===== src/hdl/heap_timer_multiplexer_defines.svh =====
// Assertion macros for the timer multiplexer
`ifndef HEAP_TIMER_MULTIPLEXER_DEFINES_SVH
`define HEAP_TIMER_MULTIPLEXER_DEFINES_SVH
`ifndef ASSERT_OFF
`define HTM_ASSERT(label, clk, rst, prop, msg) \
  label: assert property (@(posedge clk) disable iff (rst) prop) else $error(msg);
`define HTM_ASSERT_NR(label, clk, prop, msg) \
  label: assert property (@(posedge clk) prop) else $error(msg);
`else
`define HTM_ASSERT(label, clk, rst, prop, msg)
`define HTM_ASSERT_NR(label, clk, prop, msg)
`endif
`endif


===== src/hdl/htm_pkg.sv =====
`default_nettype none
package htm_pkg;
  localparam int NumTimers = 16;
  localparam int IdW = 4;
  localparam int CntW = 5;
  localparam logic [1:0] OP_SET = 2'd0;
  localparam logic [1:0] OP_STOP = 2'd1;
  localparam logic [1:0] OP_EXPIRE = 2'd2;
  localparam logic [1:0] OP_NONE = 2'd3;
  localparam logic [1:0] KIND_EXPIRED = 2'd0;
  localparam logic [1:0] KIND_RELOAD = 2'd1;
  localparam logic [1:0] KIND_HWSTOP = 2'd2;
  localparam logic [0:0] REG_MIN_PERIOD = 1'd0;
  localparam logic [0:0] REG_EXPIRY_MARGIN = 1'd1;
  localparam logic [31:0] HALF_RANGE = 32'h8000_0000;

  typedef struct packed {
    logic [1:0]  opcode;
    logic [3:0]  timer_id;
    logic [31:0] ticks_from_now;
    logic [31:0] current_count;
  } in_item_t;

  typedef struct packed {
    logic [1:0]  kind;
    logic [3:0]  expired_id;
    logic [15:0] reload_ticks;
    logic        last;
  } out_item_t;

  typedef struct packed {
    logic [0:0] index;
    logic [7:0] data;
  } cfg_item_t;

  function automatic logic precedes(input logic [31:0] base, input logic [31:0] a,
                                    input logic [31:0] b);
    logic [31:0] da;
    logic [31:0] db;
    da = a - base;
    db = b - base;
    return da < db;
  endfunction
endpackage
`default_nettype wire


===== src/hdl/htm_if.sv =====
`default_nettype none
interface htm_in_if;
  logic valid;
  logic ready;
  htm_pkg::in_item_t data;
  modport source(output valid, output data, input ready);
  modport sink(input valid, input data, output ready);
endinterface

interface htm_out_if;
  logic valid;
  logic ready;
  htm_pkg::out_item_t data;
  modport source(output valid, output data, input ready);
  modport sink(input valid, input data, output ready);
endinterface

interface htm_cfg_if;
  logic valid;
  logic ready;
  htm_pkg::cfg_item_t data;
  modport source(output valid, output data, input ready);
  modport sink(input valid, input data, output ready);
endinterface
`default_nettype wire


===== src/hdl/heap_timer_multiplexer.sv =====
// Timer multiplexer: one item (set, stop, expiry event) is taken at a time and
// yields up to seventeen results, ending with a reload or a hardware stop
// flagged by last; a none item or a stop of an unarmed timer yields none.
// The heap slots and match times live in two memories with registered reads,
// so every heap compare waits on two reads in sequence. A stop or re-arm
// first scans the heap slot by slot for the timer. Each result waits while
// out_ch holds ready low. Configuration writes apply at once.
`default_nettype none
`include "heap_timer_multiplexer_defines.svh"
module heap_timer_multiplexer (
  input  wire logic clk,
  input  wire logic rst,
  htm_in_if.sink    in_ch,
  htm_out_if.source out_ch,
  htm_cfg_if.sink   cfg
);
  localparam logic [4:0] S_IDLE   = 5'd0;
  localparam logic [4:0] S_FIND   = 5'd1;
  localparam logic [4:0] S_FINDW  = 5'd2;
  localparam logic [4:0] S_RMLAST = 5'd3;
  localparam logic [4:0] S_RMLW   = 5'd4;
  localparam logic [4:0] S_RMT    = 5'd5;
  localparam logic [4:0] S_RMP    = 5'd6;
  localparam logic [4:0] S_RMPT   = 5'd7;
  localparam logic [4:0] S_UPA    = 5'd8;
  localparam logic [4:0] S_UPB    = 5'd9;
  localparam logic [4:0] S_UPC    = 5'd10;
  localparam logic [4:0] S_DNA    = 5'd11;
  localparam logic [4:0] S_DNB    = 5'd12;
  localparam logic [4:0] S_DNC    = 5'd13;
  localparam logic [4:0] S_DND    = 5'd14;
  localparam logic [4:0] S_INS    = 5'd15;
  localparam logic [4:0] S_EXA    = 5'd16;
  localparam logic [4:0] S_EXB    = 5'd17;
  localparam logic [4:0] S_EXC    = 5'd18;
  localparam logic [4:0] S_FIN    = 5'd19;
  localparam logic [4:0] S_OUT    = 5'd20;
  localparam logic [4:0] S_FINA   = 5'd21;
  localparam logic [4:0] S_FINB   = 5'd22;
  localparam logic [4:0] S_FINC   = 5'd23;

  logic [3:0]  heap_mem [htm_pkg::NumTimers];
  logic [31:0] time_mem [htm_pkg::NumTimers];
  logic [htm_pkg::NumTimers-1:0] armed;
  logic [4:0] count;
  logic [7:0] min_period;
  logic [3:0] margin;

  logic [4:0] state;
  logic [4:0] after_out;
  logic       pass2;
  logic [1:0] op;
  logic [3:0] id;
  logic [31:0] now;
  logic [31:0] ticks;
  logic [3:0] n;
  logic [3:0] c;
  logic [3:0] id_n;
  logic [3:0] id_c;
  logic [3:0] id_c2;
  logic [31:0] t_n;
  logic [31:0] t_c;
  logic [3:0] hrd;
  logic [31:0] trd;
  logic out_valid;
  htm_pkg::out_item_t out_data;

  logic [31:0] base;
  logic [31:0] lim_d;
  logic [31:0] m_d;
  logic [31:0] dlt;
  logic [4:0]  cw;
  assign base = now + htm_pkg::HALF_RANGE;
  assign lim_d = now + {28'd0, margin} - base;
  assign m_d = trd - base;
  assign dlt = trd - now;
  assign cw = ({1'b0, n} + 5'd1) << 1;

  logic        dn_left;
  logic [31:0] dn_t;
  logic        dn_swap;
  assign dn_left = (cw == count) || htm_pkg::precedes(base, t_c, trd);
  assign dn_t = (cw == count || !dn_left) ? trd : t_c;
  assign dn_swap = htm_pkg::precedes(base, dn_t, t_n);

  logic        hwe;
  logic [3:0]  hwa;
  logic [3:0]  hwd;
  logic [3:0]  hra;
  logic        twe;
  logic [3:0]  twa;
  logic [31:0] twd;
  logic [3:0]  tra;

  always_ff @(posedge clk) begin
    if (hwe) heap_mem[hwa] <= hwd;
    hrd <= heap_mem[hra];
  end
  always_ff @(posedge clk) begin
    if (twe) time_mem[twa] <= twd;
    trd <= time_mem[tra];
  end

  assign in_ch.ready = (state == S_IDLE);
  assign cfg.ready = 1'b1;
  assign out_ch.valid = out_valid;
  assign out_ch.data = out_data;

  always_comb begin
    hwe = 1'b0;
    hwa = n;
    hwd = id_n;
    hra = n;
    twe = 1'b0;
    twa = id;
    twd = now + ticks;
    tra = id_n;
    unique case (state)
      S_FIND: hra = n;
      S_RMLAST: hra = count[3:0];
      S_RMLW: begin
        hwe = 1'b1;
        hwa = n;
        hwd = hrd;
        tra = hrd;
      end
      S_RMT: hra = 4'((n - 4'd1) >> 1);
      S_RMP: tra = hrd;
      S_UPA: begin
        hra = 4'((n - 4'd1) >> 1);
        hwe = 1'b1;
        hwa = n;
        hwd = id_n;
      end
      S_UPB: tra = hrd;
      S_UPC: begin
        if (htm_pkg::precedes(base, t_n, trd)) begin
          hwe = 1'b1;
          hwa = n;
          hwd = id_c;
        end
      end
      S_DNA: begin
        hra = 4'(cw - 5'd1);
        hwe = 1'b1;
        hwa = n;
        hwd = id_n;
      end
      S_DNB: begin
        hra = cw[3:0];
        tra = hrd;
      end
      S_DNC: tra = hrd;
      S_DND: begin
        if (dn_swap) begin
          hwe = 1'b1;
          hwa = n;
          hwd = dn_left ? id_c : id_c2;
        end
      end
      S_INS: begin
        twe = 1'b1;
        hwe = 1'b1;
        hwa = count[3:0];
        hwd = id;
      end
      S_EXA: hra = 4'd0;
      S_EXB: begin
        hra = 4'd0;
        tra = hrd;
      end
      S_FINA: hra = 4'd0;
      S_FINB: tra = hrd;
      default: ;
    endcase
  end

  always_ff @(posedge clk) begin
    if (rst) begin
      state <= S_IDLE;
      armed <= '0;
      count <= '0;
      min_period <= 8'd5;
      margin <= 4'd3;
      out_valid <= 1'b0;
    end else begin
      if (cfg.valid) begin
        unique case (cfg.data.index)
          htm_pkg::REG_MIN_PERIOD: min_period <= cfg.data.data;
          htm_pkg::REG_EXPIRY_MARGIN: margin <= cfg.data.data[3:0];
          default: ;
        endcase
      end
      unique case (state)
        S_IDLE: begin
          if (in_ch.valid) begin
            op <= in_ch.data.opcode;
            id <= in_ch.data.timer_id;
            now <= in_ch.data.current_count;
            ticks <= (in_ch.data.ticks_from_now < {24'd0, min_period})
                     ? {24'd0, min_period} : in_ch.data.ticks_from_now;
            n <= 4'd0;
            pass2 <= 1'b0;
            if (in_ch.data.opcode == htm_pkg::OP_EXPIRE) begin
              state <= S_EXA;
            end else if (in_ch.data.opcode == htm_pkg::OP_SET) begin
              state <= armed[in_ch.data.timer_id] ? S_FIND : S_INS;
            end else if (in_ch.data.opcode == htm_pkg::OP_STOP
                         && armed[in_ch.data.timer_id]) begin
              state <= S_FIND;
            end
          end
        end
        S_FIND: state <= S_FINDW;
        S_FINDW: begin
          if (hrd == id) begin
            armed[id] <= 1'b0;
            count <= count - 5'd1;
            state <= S_RMLAST;
          end else begin
            n <= n + 4'd1;
            state <= S_FIND;
          end
        end
        S_RMLAST: begin
          if ({1'b0, n} == count) state <= S_EXA;
          else state <= S_RMLW;
        end
        S_RMLW: begin
          id_n <= hrd;
          state <= S_RMT;
        end
        S_RMT: begin
          t_n <= trd;
          state <= (n == 4'd0) ? S_DNA : S_RMP;
        end
        S_RMP: state <= S_RMPT;
        S_RMPT: begin
          state <= htm_pkg::precedes(base, t_n, trd) ? S_UPA : S_DNA;
        end
        S_INS: begin
          count <= count + 5'd1;
          armed[id] <= 1'b1;
          n <= count[3:0];
          id_n <= id;
          t_n <= now + ticks;
          pass2 <= 1'b1;
          state <= S_UPA;
        end
        S_UPA: state <= (n == 4'd0) ? S_EXA : S_UPB;
        S_UPB: begin
          id_c <= hrd;
          state <= S_UPC;
        end
        S_UPC: begin
          if (htm_pkg::precedes(base, t_n, trd)) begin
            n <= 4'((n - 4'd1) >> 1);
            state <= S_UPA;
          end else begin
            state <= S_EXA;
          end
        end
        S_DNA: begin
          c <= 4'(cw - 5'd1);
          state <= (cw > count) ? S_EXA : S_DNB;
        end
        S_DNB: begin
          id_c <= hrd;
          state <= (cw == count) ? S_DND : S_DNC;
        end
        S_DNC: begin
          t_c <= trd;
          id_c2 <= hrd;
          state <= S_DND;
        end
        S_DND: begin
          if (dn_swap) begin
            n <= dn_left ? c : cw[3:0];
            state <= S_DNA;
          end else begin
            state <= S_EXA;
          end
        end
        S_EXA: begin
          state <= (count == 5'd0) ? S_FIN : S_EXB;
        end
        S_EXB: state <= S_EXC;
        S_EXC: begin
          if (m_d <= lim_d) begin
            armed[hrd] <= 1'b0;
            count <= count - 5'd1;
            out_data <= '{kind: htm_pkg::KIND_EXPIRED, expired_id: hrd,
                          reload_ticks: 16'd0, last: 1'b0};
            out_valid <= 1'b1;
            n <= 4'd0;
            after_out <= S_RMLAST;
            state <= S_OUT;
          end else begin
            state <= S_FIN;
          end
        end
        S_FIN: begin
          if (op == htm_pkg::OP_SET && !pass2) begin
            state <= (count == 5'(htm_pkg::NumTimers)) ? S_IDLE : S_INS;
          end else if (count == 5'd0) begin
            out_data <= '{kind: htm_pkg::KIND_HWSTOP, expired_id: 4'd0,
                          reload_ticks: 16'd0, last: 1'b1};
            out_valid <= 1'b1;
            after_out <= S_IDLE;
            state <= S_OUT;
          end else begin
            state <= S_FINA;
          end
        end
        S_FINA: state <= S_FINB;
        S_FINB: state <= S_FINC;
        S_FINC: begin
          out_data <= '{kind: htm_pkg::KIND_RELOAD, expired_id: 4'd0,
                        reload_ticks: (dlt > 32'hFFFF) ? 16'hFFF0 : dlt[15:0],
                        last: 1'b1};
          out_valid <= 1'b1;
          after_out <= S_IDLE;
          state <= S_OUT;
        end
        S_OUT: begin
          if (out_ch.ready) begin
            out_valid <= 1'b0;
            state <= after_out;
          end
        end
        default: state <= S_IDLE;
      endcase
    end
  end

  `HTM_ASSERT(a_out_idle, clk, rst, out_valid |-> state == S_OUT, "result outside output state")
  `HTM_ASSERT(a_count, clk, rst, count <= 5'(htm_pkg::NumTimers), "heap count overflow")
  `HTM_ASSERT(a_ready, clk, rst, in_ch.ready |-> !out_valid, "input taken with result pending")
endmodule
`default_nettype wire

===== src/flat_wrapper.sv =====
// flat-port wrapper written by rule: the top's interface ports become plain ports
module heap_timer_multiplexer_flat 
  (clk, rst, in_ch_valid, in_ch_data, in_ch_ready, out_ch_valid, out_ch_data, out_ch_ready, cfg_valid, cfg_data, cfg_ready);
  htm_in_if in_ch_i ();
  htm_out_if out_ch_i ();
  htm_cfg_if cfg_i ();
  input  wire logic clk;
  input  wire logic rst;
  input wire logic [$bits(in_ch_i.valid)-1:0] in_ch_valid;
  input wire logic [$bits(in_ch_i.data)-1:0] in_ch_data;
  output wire logic [$bits(in_ch_i.ready)-1:0] in_ch_ready;
  output wire logic [$bits(out_ch_i.valid)-1:0] out_ch_valid;
  output wire logic [$bits(out_ch_i.data)-1:0] out_ch_data;
  input wire logic [$bits(out_ch_i.ready)-1:0] out_ch_ready;
  input wire logic [$bits(cfg_i.valid)-1:0] cfg_valid;
  input wire logic [$bits(cfg_i.data)-1:0] cfg_data;
  output wire logic [$bits(cfg_i.ready)-1:0] cfg_ready;
  assign in_ch_i.valid = in_ch_valid;
  assign in_ch_i.data = in_ch_data;
  assign in_ch_ready = in_ch_i.ready;
  assign out_ch_valid = out_ch_i.valid;
  assign out_ch_data = out_ch_i.data;
  assign out_ch_i.ready = out_ch_ready;
  assign cfg_i.valid = cfg_valid;
  assign cfg_i.data = cfg_data;
  assign cfg_ready = cfg_i.ready;
  heap_timer_multiplexer u_core (.clk(clk), .rst(rst), .in_ch(in_ch_i), .out_ch(out_ch_i), .cfg(cfg_i));
endmodule

===== config.mk =====
export PLATFORM = sky130hd
export DESIGN_NAME = heap_timer_multiplexer_flat
export DESIGN_NICKNAME = d
export VERILOG_FILES = /design/src/hdl/htm_pkg.sv /design/src/hdl/htm_if.sv /design/src/hdl/heap_timer_multiplexer.sv /design/src/flat_wrapper.sv
export VERILOG_INCLUDE_DIRS = /design/src /design/src/hdl
export SDC_FILE = /design/constraint.sdc
export NUM_CORES = 2
export LEC_CHECK = 0
export ABC_AREA = 1
export BUFFER_PORTS_ARGS = -buffer_cell sky130_fd_sc_hd__buf_4
export CELL_PAD_IN_SITES_DETAIL_PLACEMENT = 0
export CELL_PAD_IN_SITES_GLOBAL_PLACEMENT = 1
export CORE_ASPECT_RATIO = 0.9
export CORE_MARGIN = 2
export CORE_UTILIZATION = 45
export DETAILED_ROUTE_END_ITERATION = 12
export PLACE_DENSITY = 0.79
export SETUP_SLACK_MARGIN = 0.15
export SYNTH_ARGS = -nofsm -noshare
export SYNTH_HDL_FRONTEND = slang
export SYNTH_SLANG_ARGS = --single-unit

===== constraint.sdc =====
create_clock -name clk -period 16.99 [get_ports clk]
set_input_delay 3.398 -clock clk [delete_from_list [all_inputs] [get_ports clk]]
set_output_delay 3.398 -clock clk [all_outputs]
set_load 0.005 [all_outputs]

==> reports/qor.txt <==
Status: finished clean
Multiplexer share of the synthesized area: 0.0008974
Hold_sp: u_core.trd[0]
Clk pin slew, worst setup/hold paths: 0.06 ns
Leakage: 19.37 nW
F_max: 92.55 MHz
Rows: 109
Iter 0 DRT Violations: 3664
Via count: 34.01k
Drt pass-1 iters: 5
Fin area: 49870 µm²
Worst skew pair latency: 0.70 ns
Reg2reg end: u_core.heap_mem[13][2]
Post-Syn Area: 44610 µm²
Grt ovf: 0
Setup Skew: 0.07504 ns
Nets: 4948
Cts repair resizes: 0
Final setup violation count: 0
Routability cong.: 0.9692
Fin util: 0.5079
Hold Path Depth: 0
Setup TNS: 0 ns
TritonCTS Sinks: 829
Synth Register Bits: 829
Final Non-Filler Cells: 5908
Vias in the first global route: 32.58k
Drt wl/cell: 22.81 µm
Largest family of logic cells by synthesized area: compound AO/OA/AOI/OAI gates
CP max stage delay: 0.77 ns
Worst path slowest cell: inv_2
DP HPWL: 91960 µm
Max-Cap Viols: 0
Synth Area in Adders: 0.08767
Top_reg_cell synth: edfxtp_1
Initial antenna violation count: 9
Pre-CTS setup slack: 6.174 ns
Depth of the most critical reg-to-reg path: 46
Vias per cell: 5.756
Worst Path Max Fanout: 59
Cts-stage hold buffer count: 0
Max_slew headroom: 0.08445
Overall Global Routing Usage: 0.2623
CTS tree: yes
Core Region: 98190 µm²
Simple-gate share of the synthesized area: 0.1364
Distinct cells, synth: 70
Mean area per synthesized cell: 9.950 µm²
Setup bufs post-CTS: 0
Async set-reset flop share out of synthesis: 0
Die Ht: 302.7 µm
Critical path startpoint category: flop
Die area: 101700 µm²
First-pass GRT wire length: 200400 µm
Worst-Margin Slew: 1.369 ns
Path type of the worst setup path: reg2reg
Worst Path Required: 17.31 ns
Setup ws final: 6.185 ns
Post-synth EDFFs: 754
Worst Hold End: u_core.t_c[0]
Filler Cell Count: 8841
Post-Syn Instances: 4484
Largest net degree at the start of global routing: 158
XOR/XNOR share of the synthesized area: 0.03270
Drt total wl: 134800 µm
Layout cells sized above 1: 0.08983
Final Hold Fails: 0
Boundary Pins: 110
Final period util: 0.6360
Initial core utilization: 0.4543
Worst Path Arrival: 11.12 ns
Post-route ant nets: 0
PwrDens: 180.1 nW/µm²
Remaining DRCs: 0
CTS Buf Count: 88
Syn_nets: 4877
Fin. max-slew vios: 0
CTS Root Cell: clkbuf_16
Yosys warns: 0
Critical path endpoint category: flop
Most frequent cells in the layout: edfxtp_1 (754), nand2_1 (638), nor2_1 (508), inv_1 (445), o21ai_0 (428)
Flop2flop setup slack: 6.19 ns
DP Cell Count: 5741
Commonest non-fill, non-tap cell in the layout: edfxtp_1
Maximum root-to-sink buffer count: 3
Max rail drop VDD: 0.1247 mV
IO buf count: 108
RSZ-0062 raised after global routing: no
Compound-gate portion of the synthesized area: 0.1446
CP most frequent cell: a21oi_1
H-tree levels: 3
Area Growth Syn to Fin: 11.78%
Min Tclk post-route: 10.80 ns
Die X: 335.9 µm
Placed inst area: 46930 µm²
Post-synthesis sequential area ratio: 0.5412
Min-Delay Path Class: reg2reg
Worst R2R Start: u_core.now[1]
## cells in the mapped netlist, types with 18 or more instances
cell type | number | share of area
xor2_1 | 106 | 0.021
clkbuf_1 | 104 | 0.0087
inv_1 | 447 | 0.038
o21bai_1 | 22 | 0.0037
nor3_1 | 30 | 0.0034
o22ai_1 | 43 | 0.0060
nand4_1 | 41 | 0.0057
edfxtp_1 | 754 | 0.51
o21ai_1 | 45 | 0.0050
nand3_1 | 137 | 0.015
o21ai_0 | 428 | 0.048
dfxtp_1 | 75 | 0.034
buf_2 | 50 | 0.0056
a21oi_1 | 259 | 0.029
nand2_1 | 638 | 0.054
xnor2_1 | 55 | 0.011
ha_1 | 303 | 0.085
nor2_1 | 527 | 0.044
o221ai_1 | 98 | 0.019
o211ai_1 | 77 | 0.013
or2_2 | 18 | 0.0025
## critical path, delay by kind of cell (launching register included)
family / cells / cell delay [ns]
compound gates: 21 / 4.53
xor+xnor: 2 / 0.31
fa+ha+maj: 4 / 1.32
buf+inv: 5 / 1.50
flops: 1 / 0.45
simple gates: 14 / 2.32
## registers in the layout (all words and copies together), names as in the netlist, 4 cells and up
name and cells:
u_core.time_mem 512, u_core.min_period 8, u_core.ticks 32, u_core.n 4
u_core.id 4, u_core.t_c 32, u_core.count 5, u_core.state 5
u_core.id_c 4, u_core.now 32, u_core.hrd 4, u_core.armed 16
u_core.trd 32, u_core.id_n 4, u_core.margin 4, u_core.t_n 32
u_core.heap_mem 64, u_core.out_ch.data 23, u_core.id_c2 4
## layer usage
metal,global-route usage,routed length [µm],up-vias
met3,0.03368,10690,227
met1,0.3762,59120,16420
li1,-,-,16000
met4,0.09609,4929,0
met2,0.4094,60020,1355
met5,0,0,-
## logic make-up after synthesis
logic type	count (synthesis)
simple gates	1457
compound gates	1084
flops	829
buf+inv	636
fa+ha+maj	309
xor+xnor	164
mux	4
other cells	1
## report_power, final
| part | switching [mW] | internal, mW |
|---|---|---|
| Clock | 0.850 | 1.10 |
| Sequential | 0.0992 | 2.53 |
| Combinational | 2.98 | 1.43 |
| Total | 3.93 | 5.05 |
## metrics by stage
| stage | hold slack [ns] | power [mW] |
|---|---|---|
| 6_report | 0.4316 | 8.982 |
| 3_5_place_dp | 0.4156 | 7.002 |
| 3_3_place_gp | 0.4124 | 6.986 |
| 2_1_floorplan | 0.4082 | 5.620 |
| 5_1_grt | 0.4470 | 9.615 |
| 4_1_cts | 0.4179 | 8.956 |
## layout make-up
| cell class | instances | area [µm²] | share of cell area |
|---|---|---|---|
| diodes | 1 | 2.502 | 0.00005018 |
| inverters | 456 | 1722 | 0.03452 |
| repair buffers | 161 | 1234 | 0.02474 |
| clock buffers | 115 | 2386 | 0.04785 |
| well taps | 1276 | 1597 | 0.03201 |
| multi-input cells | 3019 | 18240 | 0.3658 |
| flip-flops and latches | 829 | 24140 | 0.4841 |
| clock inverters | 51 | 541.8 | 0.01086 |
## how the worst max path moves through the flow
stage / start / end / depth (start not counted)
6_report: u_core.now[1] / u_core.heap_mem[13][2] / 46
3_5_place_dp: u_core.now[1] / u_core.heap_mem[15][1] / 46
2_1_floorplan: u_core.now[1] / u_core.heap_mem[2][0] / 47
5_1_grt: u_core.now[1] / u_core.heap_mem[11][1] / 46
3_3_place_gp: u_core.now[1] / u_core.heap_mem[2][0] / 46
4_1_cts: u_core.now[1] / u_core.heap_mem[13][1] / 46
Note: power is estimated with default switching activity, not from simulation.
